`config.mk`:
```
export PLATFORM = sky130hd
export DESIGN_NAME = dlf_div
export DESIGN_NICKNAME = d
export VERILOG_FILES = /design/src/rtl/core/dlf_pkg.sv /design/src/rtl/core/dlf_div.sv
export SDC_FILE = /design/constraint.sdc
export NUM_CORES = 1
export LEC_CHECK = 0
export BUFFER_PORTS_ARGS = -buffer_cell sky130_fd_sc_hd__clkbuf_2
export CORE_MARGIN = 2
export CORE_UTILIZATION = 60
export CTS_BUF_LIST = sky130_fd_sc_hd__clkbuf_4
export DETAILED_ROUTE_END_ITERATION = 10
export GPL_TIMING_DRIVEN = 1
export HOLD_SLACK_MARGIN = 0.03
export PLACE_DENSITY_LB_ADDON = 0.05
export SETUP_SLACK_MARGIN = 0.2
export SLEW_MARGIN = 20
export SYNTH_ARGS = -nofsm -noshare
export SYNTH_HDL_FRONTEND = slang
export SYNTH_SLANG_ARGS = --single-unit
```
`constraint.sdc`:
```
create_clock -name clk -period 7.5 [get_ports clk]
set_input_delay 0.375 -clock clk [delete_from_list [all_inputs] [get_ports clk]]
set_output_delay 0.375 -clock clk [all_outputs]
set_load 0.02 [all_outputs]
```
`src/rtl/core/dlf_pkg.sv`:
```
// shared types, constants and helpers for the diode ladder lowpass filter
// no dependencies; imported by every module of the block
package dlf_pkg;

  localparam int WORD_W         = 64;
  localparam int COEF_W         = 32;
  localparam int GAIN_FRAC_BITS = 28;
  localparam int K_FRAC_BITS    = 24;
  localparam int RES_FRAC_BITS  = 16;
  localparam int CUTOFF_W       = 31;
  localparam int RES_W          = 17;
  localparam int CFG_IDX_W      = 2;

  localparam logic [CUTOFF_W-1:0] CUTOFF_RESET = 31'd17594065;
  localparam logic [RES_W-1:0]    RES_RESET    = 17'd65536;
  // 16.998 in q24
  localparam logic signed [COEF_W-1:0] K_SCALE = 32'sd285179118;

  localparam logic [CFG_IDX_W-1:0] CFG_CUTOFF = 2'd0;
  localparam logic [CFG_IDX_W-1:0] CFG_RES    = 2'd1;

  typedef logic signed [WORD_W-1:0] word_t;
  typedef logic signed [COEF_W-1:0] coef_t;

  typedef enum logic [2:0] {
    ST_IDLE,
    ST_OPS,
    ST_MUL,
    ST_DIV,
    ST_WB,
    ST_DONE
  } state_t;

  // coefficient derivation steps, then per-sample steps
  typedef enum logic [5:0] {
    D_G3, D_D2, D_G2, D_D1, D_G1, D_D0, D_G0,
    D_B0, D_B1, D_B2, D_B3,
    D_SG1, D_SG0, D_GALL, D_GAM0, D_GAM1, D_GAM2,
    D_ALPHA, D_ALPHAH, D_KVAL, D_DEN, D_RECIP,
    S_FB4, S_T2, S_FB3, S_T1, S_FB2, S_T0, S_FBO1,
    S_SG0, S_SG1, S_SG2, S_K, S_UN,
    S_XIN0A, S_XIN0B, S_Z0,
    S_XIN1A, S_XIN1B, S_Z1,
    S_XIN2A, S_XIN2B, S_Z2, S_Z3
  } step_t;

  typedef enum logic [1:0] {
    SH_F,
    SH_K,
    SH_R
  } shift_t;

  typedef struct packed {
    logic   en;
    shift_t sh;
  } mul_ctl_t;

  typedef struct packed {
    logic start;
  } div_ctl_t;

  typedef struct packed {
    logic busy;
    logic done;
  } div_stat_t;

  // saturate to 32-bit two's complement
  function automatic coef_t sat32(input word_t x);
    word_t hi;
    word_t lo;
    hi = word_t'(32'sh7fffffff);
    lo = -word_t'(64'sh80000000);
    if (x > hi) return coef_t'(hi);
    if (x < lo) return coef_t'(lo);
    return x[COEF_W-1:0];
  endfunction

  // shift right by n, rounding half up
  function automatic word_t rsr(input word_t x, input int n);
    word_t t;
    if (n == 0) return x;
    t = x >>> (n - 1);
    return (t + word_t'(1)) >>> 1;
  endfunction

endpackage

```
`src/rtl/core/dlf_div.sv`:
```
// unsigned restoring divider, one quotient bit per cycle, quotient saturated
// depends on dlf_pkg
module dlf_div
  import dlf_pkg::*;
(
  input  logic              clk,
  input  logic              rst,
  input  div_ctl_t          ctl,
  input  logic [WORD_W-1:0] dividend,
  input  logic [WORD_W-1:0] divisor,
  output div_stat_t         stat,
  output coef_t             quot
);

  localparam int CNT_W = $clog2(WORD_W);
  localparam logic [CNT_W-1:0] CNT_LAST = CNT_W'(WORD_W - 1);

  logic [WORD_W:0]   rem;
  logic [WORD_W-1:0] dq;
  logic [WORD_W-1:0] den;
  logic [CNT_W-1:0]  cnt;
  logic              busy;
  logic              done;
  logic [WORD_W:0]   rem_sh;
  logic [WORD_W:0]   diff;
  logic              ge;

  // trial subtract
  always_comb begin
    rem_sh = {rem[WORD_W-1:0], dq[WORD_W-1]};
    diff   = rem_sh - {1'b0, den};
    ge     = rem_sh >= {1'b0, den};
  end

  // control
  always_ff @(posedge clk) begin
    if (rst) begin
      busy <= 1'b0;
      done <= 1'b0;
      cnt  <= '0;
    end else begin
      done <= 1'b0;
      if (ctl.start) begin
        busy <= 1'b1;
        cnt  <= '0;
      end else if (busy) begin
        cnt <= cnt + 1'b1;
        if (cnt == CNT_LAST) begin
          busy <= 1'b0;
          done <= 1'b1;
        end
      end
    end
  end

  // remainder and quotient shift
  always_ff @(posedge clk) begin
    if (ctl.start) begin
      rem <= '0;
      dq  <= dividend;
      den <= divisor;
    end else if (busy) begin
      rem <= ge ? diff : rem_sh;
      dq  <= {dq[WORD_W-2:0], ge};
    end
  end

  assign stat.busy = busy;
  assign stat.done = done;
  assign quot = (|dq[WORD_W-1:COEF_W-1]) ? coef_t'(32'sh7fffffff) : dq[COEF_W-1:0];

  a_start_idle: assert property (@(posedge clk) disable iff (rst)
    ctl.start |-> !busy) else $error("divider started while busy");
  a_done_end: assert property (@(posedge clk) disable iff (rst)
    busy && cnt == CNT_LAST |=> done && !busy) else $error("divider did not finish");
  a_done_once: assert property (@(posedge clk) disable iff (rst)
    done |=> !done) else $error("divider done held");

endmodule

```
== Word level (Yosys, flattened, before mapping) ==
Index checks and enable logic that the tools add are counted.

* Bits in registers: 200
* Input port bits: 131
* Output and inout bits: 34

* $add $sub $neg: 2
* Magnitude comparators: 1
* Equality and inequality tests: 1
* Mux-type cells: 8
* Bitwise logic cells: 1
* Reduce and logical (&&, ||, !) cells: 4

{| class="wikitable"
|+ Operators by type and width
! kind !! count
|-
| $mux 64 || 3
|-
| $ge 65x64->1 || 1
|-
| $sub 64x64->64 || 1
|-
| $reduce_or 33->1 || 1
|-
| $mux 32 || 1
|-
| $add 6x1->6 const B || 1
|-
| $eq 6x6->1 const B || 1
|-
| $mux 1 || 4
|-
| $reduce_or 3->1 || 1
|-
| $reduce_bool 2->1 || 1
|-
| $reduce_or 2->1 || 1
|-
| $not 1->1 || 1
|}

== Logic depth before layout (Yosys ltp) ==
Gate-level depths: netlist of the first run.

* Depth after elaboration: 4
* Gate-level depth with buffers: 15
* Mapped depth without buffers: 13

== Worst setup path after synthesis of the first run ==
OpenSTA, ideal clock, no wires.

* Path kind: reg2reg
* Start: register dq[63]
* End: register rem[56]
* Setup time: 0.095 ns
* Arrival: 2.834 ns
* Data required time: 7.405 ns
* Slack: 4.571 ns
* Stages on the path, launching flop included: 14
* Path buffers: 0
* Cells stage by stage: edfxtp_1 > inv_1 > ha_1 > fa_1 > nor2b_1 > o21bai_1 > a31oi_1 > or2_4 > a221oi_4 > o31ai_2 > a31oi_1 > a21oi_1 > mux2_2 > a221oi_1

* Word-level cells in the longest chain between the ends: 2

{| class="wikitable"
|+ Ends and longest elaborated chain
! item !! line !! RTL
|-
| from (decl) || dlf_div.sv:19 || <nowiki>logic [WORD_W-1:0] dq;</nowiki>
|-
| from (signal assigned) || dlf_div.sv:60 || <nowiki>dq <= dividend;</nowiki>
|-
| from (signal assigned) || dlf_div.sv:64 || <nowiki>dq <= {dq[WORD_W-2:0], ge};</nowiki>
|-
| $sub 64x64->64 or $ge 65x64->1 (tied branches) || dlf_div.sv:31, dlf_div.sv:32 ||
|-
| $mux 64 * || dlf_div.sv:63 || <nowiki>rem <= ge ? diff : rem_sh;</nowiki>
|-
| to (signal assigned) || dlf_div.sv:63 ||
|-
| to (decl) || dlf_div.sv:18 || <nowiki>logic [WORD_W:0] rem;</nowiki>
|}

Mark *: on every way between the ends. The rest lies on a longest branch, timed or not.
A chain may end at the register's enable or synchronous reset.

== Worst setup path in the final report of the first run ==
* Start: register den[30]
* End: register rem[58]

* Word-level cells in the longest chain between the ends: 2

{| class="wikitable"
|+ Ends and longest elaborated chain
! item !! line !! RTL
|-
| from (decl) || dlf_div.sv:20 || <nowiki>logic [WORD_W-1:0] den;</nowiki>
|-
| from (signal assigned) || dlf_div.sv:61 || <nowiki>den <= divisor;</nowiki>
|-
| $sub 64x64->64 or $ge 65x64->1 (tied branches) || dlf_div.sv:31, dlf_div.sv:32 ||
|-
| $mux 64 * || dlf_div.sv:63 ||
|}

Marks and branches as above.

==> metrics.yaml, run 1 <==
floorplanning:
  die_h_um: 147.7
  fp.dieArea_mm2: 0.02182
  io-pin-count: 165
  coreArea_mm2: 0.02023
  die_w_um: 147.7
  start_util_pct: 61.24
  rows: 52
logic_synthesis:
  netlist_area_mm2: 0.01239
  synth-main-ff-cell: "edfxtp_1"
  syn_nets: 1499
  yosysSeqAreaShare_pct: 42.65
  synthCells: 1302
  synth-seq-cells: 200
  syn_avg_cell_area_um2: 9.518
  yosysTopAreaCellShare_pct: 31.02
  yosys-top-cells-area: "edfxtp_1, dfxtp_1, ha_1"
  synth_top_cell_by_area: "edfxtp_1"
  synth-edff-count: 128
  yosys-top-cells-count: "edfxtp_1, a21oi_1, nand2_1"
  ys.warnings.count: 0
  synth_most_common_cell: "edfxtp_1"
  ys_types: 82
  ys_async_sr_fraction_pct: 0
place:
  routabilityCongestion: 0.9711
  port_buffers: 163
  dp_hpwl_mm: 20.76
route:
  ant_nets: 0
  drc_errors: 0
  wl_mm: 31.58
  dr.pass1.iters: 5
  drtIter0Drc: 742
  routed_via_density: 5.883
  wire_per_inst_um: 17.35
  vias: 10707
timing:
  tightest_slew_ns: 1.056
  whs_ns: 0.05772
  finClkSkew_ns: 0.04127
  min_period_over_period_pct: 55.84
  setup_viol: 0
  drv_slew: 0
  finalCriticalPeriod_ns: 4.188
  slew_headroom_pct: 29.61
  rsz0062_at_grt: "false"
  hold_viol_final: 0
  max_freq_mhz: 238.8
  tns_ns: 0
clocking:
  ctsLongestPathBuffers: 2
  cts_resized: 0
  h-tree-depth: 4
  cts-buffers-inserted: 17
  clkTransAtPathRegs_ns: 0.19
  clk_latency_ns: 0.62
  cts_setup_buffers: 0
  root_buffer: "clkbuf_4"
  cts_tree: "yes"
  cts_sinks: 200
power:
  p_leak_nw: 6.299
  powerDensity_mw_per_mm2: 192.2
  ir_drop_uv: 160.8
global_route:
  gr-total-overflow: 0
  grt_pass1_wl_mm: 50.24
  grt_max_degree: 94
  grt_pass1_vias: 10232
  antenna_found_initial: 1
  grt_use_total_pct: 28.32
cells_and_area:
  area_delta_synth_final_pct: 19.51
  fillers: 1518
  layout.nets: 1733
  drive_gt1_share_pct: 19.56
critical_path:
  crit_required_ns: 8.05
  critPathKind: "flop to flop"
  setup.worst_path.start_class: "flop"
  crit_arrival_ns: 4.74
  cp_max_fo: 20
  end_kind: "flop"
run:
  drv_cap: 0
status:
  status: "complete, no violations"
hold_path:
  hold_path.class: "input pin to flop"
[routing by layer]
layer,share of wire [%],global-route usage [%],vias to the layer above
met2,48,47.56,339
met5,0,0,-
met1,45,38.28,5095
met4,1.6,6.298,0
li1,-,-,5234
met3,5.5,5.525,39
[state kept, by name (all words and copies together) (netlist names)]
| register | cells |
|---|---|
| den | 64 |
| busy | 1 |
| cnt | 6 |
| done | 1 |
| rem | 64 |
| dq | 64 |
[cells in the final DEF, fill, tap and decap left out, types with 32 or more instances in the layout]
master,instances
clkbuf_2,162
edfxtp_1,128
dlygate4sd3_1,118
a21oi_1,109
nand2_1,106
nor2_1,98
inv_1,90
dfxtp_1,71
mux2_2,69
ha_1,65
o21ai_0,54
nand2b_1,38
a21o_1,32
[final cells by class]
type	instances	area, um2	area share [%]
Antenna cell	1	2.502	0.01690
Multi-Input combinational cell	935	6436	43.46
Clock buffer	17	127.6	0.8618
Timing Repair Buffer	288	2056	13.88
Sequential cell	200	5289	35.71
Clock inverter	15	207.7	1.402
Inverter	94	352.8	2.383
Tap cell	270	337.8	2.281
[final timing paths]
check,startpoint,slack [ns],cells after the start,end
setup / recovery,den[30],3.31,13,rem[58]
hold / removal,dividend[32],0.06,2,dq[32]
setup reg to reg,den[30],3.31,13,rem[58]
hold reg to reg,rem[14],0.51,2,rem[15]
[critical path, stage by stage, from the launching register on]
cell and delay (ns):
edfxtp_1 0.37, inv_1 0.06, ha_1 0.41, nand4_1 0.26
nor3_1 0.48, a22oi_1 0.23, nand4_1 0.17, nor3_2 0.08
nor4_4 0.37, or2_1 0.67, buf_4 0.39, nand2_1 0.18
a311o_1 0.37, o22ai_1 0.09
[per-stage QoR]
stage | setup WS [ns] | total power [mW] | cell area [um2] | std cells | utilization [%]
2_1_floorplan | 4.571 | 1.968 | 12390 | 1302 | -
3_3_place_gp | 3.477 | 2.151 | 13290 | 1669 | 65.68
3_5_place_dp | 3.454 | 2.161 | 13290 | 1669 | 65.68
4_1_cts | 3.409 | 2.829 | 14590 | 1797 | 72.09
5_1_grt | 3.049 | 2.998 | 14810 | 1820 | 73.19
6_report | 3.312 | 2.846 | 14810 | 1820 | 73.19
[cells by family after synthesis]
group                      count (synthesis)  share of synthesized area, %
AOI/OAI and AO/OA                        360                         19.65
xor gates and xnor gates                  43                         3.039
adders and majority gates                 66                         6.725
buffers and inverters                    167                         5.513
DFF                                      200                         42.65
muxes                                     78                         7.007
other                                      1                       0.03026
and+or+nand+nor                          387                         15.39
[power by group]
part | switching (mW) | total (mW) | internal [mW] | leakage [nW]
sequential | 0.0636 | 1.35 | 1.28 | 1.86
clock | 0.460 | 0.633 | 0.173 | 0.174
combinational | 0.504 | 0.865 | 0.361 | 4.26
[timing repair]
action | CTS | global route
endpoints found under the setup margin | 0 | 0
hold endpoints to repair | 96 | 22
hold buffers | 96 | 22
(Power assumes the default switching activity.)
==> run 2, diff against run 1 <==
--- a/config.mk
+++ b/config.mk
@@ -7,7 +7,7 @@
 export LEC_CHECK = 0
 export BUFFER_PORTS_ARGS = -buffer_cell sky130_fd_sc_hd__clkbuf_2
 export CORE_MARGIN = 2
-export CORE_UTILIZATION = 60
+export CORE_UTILIZATION = 55
 export CTS_BUF_LIST = sky130_fd_sc_hd__clkbuf_4
 export DETAILED_ROUTE_END_ITERATION = 10
 export GPL_TIMING_DRIVEN = 1
==> constraint.sdc (replaced) <==
create_clock -name clk -period 3.82 [get_ports clk]
set_input_delay 0.191 -clock clk [delete_from_list [all_inputs] [get_ports clk]]
set_output_delay 0.191 -clock clk [all_outputs]
set_load 0.02 [all_outputs]
==> metrics.yaml, run 2 (synthesis gave the netlist of run 1 again) <==
critical_path:
  worstPathCellList: "ha_1, a21oi_1, o21ai_0, a211oi_1, nand4_1, nor3_2, nor4_4, nor2_4, buf_12, o311a_1, a21oi_1, nor4_1"
  r2r_cells: 12  # -1
  crit_required_ns: 4.36  # -3.69 ns
  critPathSlowestCell: "nor2_4"
  cp_common_cell: "a21oi_1"
  setup.worst_path.start_class: "flop"
  crit_arrival_ns: 3.96  # -0.78 ns
  cpPeakStageDelay_ns: 0.41  # -0.26 ns
  end_kind: "flop"
  critPathKind: "flop to flop"
  cp_max_fo: 36  # +80%
route:
  wire_per_inst_um: 17.14  # -1.2%
  vias: 10705  # -0.019%
  ant_nets: 0  # unchanged
  routed_via_density: 5.780  # -1.7%
  drtIter0Drc: 677  # -8.8%
  dr.pass1.iters: 10  # +5
  drc_errors: 2  # +2
  wl_mm: 31.74  # +0.52%
timing:
  finalCriticalPeriod_ns: 3.426  # -0.7625 ns
  drv_slew: 0  # unchanged
  min_period_over_period_pct: 89.68  # +34 points
  hold_viol_final: 0  # unchanged
  tns_ns: 0  # unchanged
  tightest_slew_ns: 1.026  # -0.02998 ns
  finClkSkew_ns: 0.03892  # -0.002360 ns
  rsz0062_at_grt: "true"
  setup_viol: 0  # unchanged
  slew_headroom_pct: 31.61  # +2.0 points
  setup_ws_ns: 0.3943  # -2.917 ns
  max_freq_mhz: 291.9  # +22%
place:
  place_ws_ns: 0.3213  # -3.133 ns
  routabilityCongestion: 0.9280  # -4.4%
  dp_hpwl_mm: 21.82  # +5.1%
  placed_area_mm2: 0.01340  # +0.85%
  port_buffers: 163  # unchanged
  dp_cells: 1689  # +1.2%
clocking:
  clk_latency_ns: 0.63  # about the same
  cts_setup_buffers: 0  # unchanged
  cts-buffers-inserted: 17  # unchanged
  cts_sinks: 200  # unchanged
  root_buffer: "clkbuf_4"
  cts_tree: "yes"
  ctsLongestPathBuffers: 2  # unchanged
  h-tree-depth: 4  # unchanged
  clkTransAtPathRegs_ns: 0.19  # about the same
power:
  ir_drop_uv: 217.8  # +35%
  p_sw_share_pct: 35.75  # -0.34 points
  p_leak_nw: 6.401  # +1.6%
  powerDensity_mw_per_mm2: 371.2  # +93%
  comb_power_share_pct: 31.3  # +0.9 points
  clock_power_share_pct: 21.5  # -0.7 points
  netSwitchingPower_mw: 2.000  # +95%
  internal-power_mw: 3.594  # +98%
  seqPwrFrac_pct: 47.2  # -0.2 points
hold_path:
  hold_path.class: "input pin to flop"
  min_path_cells: 3  # +1
floorplanning:
  coreArea_mm2: 0.02196  # +8.5%
  rows: 54  # +3.8%
  fp.dieArea_mm2: 0.02375  # +8.8%
  die_h_um: 154.1  # +4.3%
  io-pin-count: 165  # unchanged
  die_w_um: 154.1  # +4.3%
  start_util_pct: 56.43  # -4.8 points
status:
  violations: "DRC"
  status: "finished, violations left"
cells_and_area:
  final_cells: 1852  # +1.8%
  area_delta_synth_final_pct: 21.61
  utilization_pct: 68.63  # -4.6 points
  layout.nets: 1755  # +1.3%
  mostFrequentLayoutCell: "clkbuf_2"
  top_regs: "den x64, dq x64, rem x64"
  design_area_mm2: 0.01507  # +1.8%
  mostFrequentLayoutCells: "clkbuf_2, dlygate4sd3_1, edfxtp_1"
  drive_gt1_share_pct: 20.18  # +0.62 points
global_route:
  gr-total-overflow: 0  # unchanged
  grt_use_total_pct: 27.02  # -1.3 points
  grt_pass1_vias: 10714  # +4.7%
  grt_pass1_wl_mm: 52.49  # +4.5%
  use_met3_pct: 5.862  # +0.34 points
  grt_max_degree: 86  # -8.5%
  met2_usage_pct: 44.74  # -2.8 points
  met1_usage_pct: 36.01  # -2.3 points
  antenna_found_initial: 1  # unchanged
  gr-max-usage-layer: "met2"
run:
  drv_cap: 0  # unchanged
-- run 2: changes by cell type in the layout (fill, tap and decap cells not counted), sizes merged --
cell,before,now
buf,8,18
clkinv,6,8
inv,103,100
clkinvlp,0,1
dlygate4sd3,118,130
-- run 2: cell type report --
class                   instances  area, um2
clock buffers                  17      127.6
inverters                      94      352.8
flip-flops and latches        200       5289
well taps                     280      350.3
fillers                      1744       6889
clock inverters                15      192.7
multi-input cells             935       6479
diodes                          1      2.502
repair buffers                310       2276
-- run 2: worst paths after layout --
| path | slack [ns] | startpoint | to |
|---|---|---|---|
| max | 0.39 | rem[43] | rem[61] |
| min | 0.26 | rst | busy |
| max reg2reg | 0.39 | rem[43] | rem[61] |
| min reg2reg | 0.51 | rem[1] | rem[1] |
-- run 2: per-layer routing --
metal / vias up / routed length, um
li1: 5298 / -
met1: 5034 / 14390
met2: 322 / 14830
met3: 51 / 1899
met4: 0 / 623
met5: - / 0
-- run 2: metrics by stage --
step                      hold WS (ns)  power, mW
after detailed placement        0.3610      4.290
after floorplan                 0.2634      3.864
after CTS                       0.2214      5.592
after global routing            0.2235      5.917
after global placement          0.3539      4.271
final                           0.2609      5.594
-- run 2: timing repair --
| item | CTS | global route |
|---|---|---|
| endpoints found under the setup margin | 0 | 30 |
| resized for setup | 0 | 9 |
| hold buffers | 130 | 0 |
| endpoints found under the hold margin | 142 | 0 |
-- run 2: critical path, delay by kind of cell (launching register included) --
family                   cells  cell delay, ns
AND/OR/NAND/NOR              5            1.24
AO/OA/AOI/OAI                5            1.09
adder cells (fa/ha/maj)      1            0.37
buffers and inverters        1            0.27
flip-flops                   1            0.38
-- run 2: power by group through the flow --
| stage | clock network [mW] | logic [mW] | registers [mW] |
|---|---|---|---|
| global placement | 0 | 1.59 | 2.68 |
| detailed placement | 0 | 1.60 | 2.69 |
| finish | 1.20 | 1.75 | 2.64 |
| CTS | 1.24 | 1.72 | 2.64 |
| global route | 1.31 | 1.94 | 2.67 |
| floorplan | 0 | 1.22 | 2.64 |
==> run 3, diff against run 2 <==
--- a/config.mk
+++ b/config.mk
@@ -12,7 +12,8 @@
 export DETAILED_ROUTE_END_ITERATION = 10
 export GPL_TIMING_DRIVEN = 1
 export HOLD_SLACK_MARGIN = 0.03
-export PLACE_DENSITY_LB_ADDON = 0.05
+export MAX_ROUTING_LAYER = met4
+export PLACE_DENSITY = 0.8
 export SETUP_SLACK_MARGIN = 0.2
 export SLEW_MARGIN = 20
 export SYNTH_ARGS = -nofsm -noshare
==> metrics.yaml, run 3 (synthesis gave the netlist of run 1 again) <==
status:
  status: "complete, no violations"
global_route:
  antenna_found_initial: 0  # -1
  grt_max_degree: 177  # +110%
  gr-total-overflow: 0  # unchanged
  grt_use_total_pct: 28.56  # +1.5 points
  grt_pass1_wl_mm: 53.39  # +1.7%
  grt_pass1_vias: 10890  # +1.6%
cells_and_area:
  mostFrequentLayoutCell: "clkbuf_2"
  mostFrequentLayoutCells: "clkbuf_2, dlygate4sd3_1, edfxtp_1"
  multiInputGateArea_mm2: 0.006455  # -0.37%
  ff_latch_area_mm2: 0.005289  # unchanged
  top_regs: "den x64, dq x64, rem x64"
  fillers: 1591  # -8.8%
  design_area_mm2: 0.01501  # -0.37%
  layout.nets: 1749  # -0.34%
  utilization_pct: 68.37  # -0.26 points
  diodes: 0  # -1
  area_delta_synth_final_pct: 21.15
  drive_gt1_share_pct: 19.81  # -0.37 points
place:
  placed_area_mm2: 0.01335  # -0.39%
  routabilityCongestion: 0.9539  # +2.8%
  port_buffers: 163  # unchanged
  dp_hpwl_mm: 21.07  # -3.5%
floorplanning:
  coreArea_mm2: 0.02196  # unchanged
  fp.dieArea_mm2: 0.02375  # unchanged
  die_w_um: 154.1  # unchanged
  die_h_um: 154.1  # unchanged
  io-pin-count: 165  # unchanged
  start_util_pct: 56.43  # unchanged
  rows: 54  # unchanged
route:
  drtIter0Drc: 738  # +9.0%
  wire_per_inst_um: 18.03  # +5.2%
  ant_nets: 0  # unchanged
  vias: 10969  # +2.5%
  drc_errors: 0  # -2
  routed_via_density: 5.945  # +2.9%
  wl_mm: 33.27  # +4.8%
  dr.pass1.iters: 5  # -5
power:
  internal-power_mw: 3.649  # +1.5%
  netSwitchingPower_mw: 2.024  # +1.2%
  p_total_mw: 5.673  # +1.4%
  comb_power_share_pct: 30.7  # -0.6 points
  p_leak_nw: 6.385  # -0.25%
  ir_drop_uv: 241.2  # +11%
  powerDensity_mw_per_mm2: 377.9  # +1.8%
  clock_power_share_pct: 22.4  # +0.9 points
  seqPwrFrac_pct: 46.9  # -0.3 points
  p_sw_share_pct: 35.68  # -0.075 points
critical_path:
  cp_common_cell: "a31oi_1"
  cp_max_fo: 4  # -89%
  worstPathCellList: "inv_1, ha_1, fa_1, nor2b_1, o21bai_1, a31oi_1, or2_4, a221oi_4, o31ai_2, a31oi_1, a21oi_1, mux2_2, a221oi_1"
  crit_buf_inv: 1  # unchanged
  critPathKind: "flop to flop"
  critPathSlowestCell: "edfxtp_1"
  end_kind: "flop"
  crit_required_ns: 4.37  # about the same
  timing.rr.start: "dq[63]"
  crit_start: "dq[63]"
  setup.worst_path.start_class: "flop"
  cpPeakStageDelay_ns: 0.43  # +0.02 ns
  crit_arrival_ns: 3.96  # about the same
  cp_top_family: "compound AO/OA/AOI/OAI gates"
timing:
  tns_ns: 0  # unchanged
  hold_viol_final: 0  # unchanged
  max_freq_mhz: 293.2  # +0.45%
  rsz0062_at_grt: "false"
  slew_headroom_pct: 32.59  # +0.98 points
  min_period_over_period_pct: 89.28  # -0.40 points
  finalCriticalPeriod_ns: 3.410  # -0.01544 ns
  drv_slew: 0  # unchanged
  finClkSkew_ns: 0.03567  # -0.003241 ns
  setup_viol: 0  # unchanged
  tightest_slew_ns: 1.010  # -0.01582 ns
clocking:
  cts_sinks: 200  # unchanged
  cts_tree: "yes"
  clk_latency_ns: 0.63  # about the same
  ctsLongestPathBuffers: 2  # unchanged
  cts-buffers-inserted: 17  # unchanged
  clkTransAtPathRegs_ns: 0.20  # about the same
  root_buffer: "clkbuf_4"
  h-tree-depth: 4  # unchanged
hold_path:
  hold_path.class: "input pin to flop"
  min_from: "ctl"
run:
  drv_cap: 0  # unchanged
run 3: cell count changes in the layout (fill, tap and decap cells not counted), sizes merged:
| cell | delta |
|---|---|
| diode | -1 |
| clkinvlp | -1 |
| buf | -5 |
| bufinv | +1 |
| dlygate4sd3 | -1 |
| inv | +3 |
| clkinv | -3 |
run 3: path summary, 6_finish.rpt:
path,to,slack [ns],cells past startpoint
worst max-delay path,rem[56],0.41,13
worst min-delay path,rem[7],0.21,3
worst max register to register,rem[56],0.41,13
worst min register to register,rem[1],0.51,2
run 3: tightest hold or removal path: cells and delay by family:
family	cells	cell delay [ns]
AND/OR/NAND/NOR	1	0.18
buffers and inverters	2	0.40
run 3: repair_timing:
item / CTS / global route
hold buffers: 129 / 0
setup buffers: 0 / 2
setup endpoints to repair: 0 / 41
resized for setup: 0 / 3
endpoints found under the hold margin: 136 / 0
run 3: cell type report:
class / count / area share (%)
Clock buffer: 17 / 0.8501
Sequential cell: 200 / 35.23
Inverter: 94 / 2.350
Multi-Input combinational cell: 935 / 43.00
Clock inverter: 15 / 1.400
Timing Repair Buffer: 304 / 14.84
Tap cell: 280 / 2.334
run 3: power by group through the flow:
stage | registers [mW] | clock network (mW) | logic (mW)
floorplan | 2.64 | 0 | 1.22
global placement | 2.68 | 0 | 1.54
detailed placement | 2.69 | 0 | 1.57
CTS | 2.64 | 1.30 | 1.68
global route | 2.68 | 1.37 | 1.91
finish | 2.66 | 1.27 | 1.74
run 3: routing by layer:
| metal | vias to the layer above | GRT usage, % | wire (um) |
|---|---|---|---|
| met5 | - | - | 0 |
| met4 | 0 | 10.73 | 962 |
| met3 | 77 | 5.327 | 2350 |
| met2 | 464 | 46.74 | 15990 |
| met1 | 5165 | 35.37 | 13970 |
| li1 | 5263 | - | - |
run 3: metrics by stage:
stage | std cells | hold WS, ns | worst slack (ns)
after floorplan | 1302 | 0.2634 | 0.8909
after global placement | 1682 | 0.3534 | 0.4482
after detailed placement | 1682 | 0.3621 | 0.3155
after CTS | 1843 | 0.2085 | 0.2667
after global routing | 1845 | 0.2281 | 0.1978
final | 1845 | 0.2104 | 0.4097
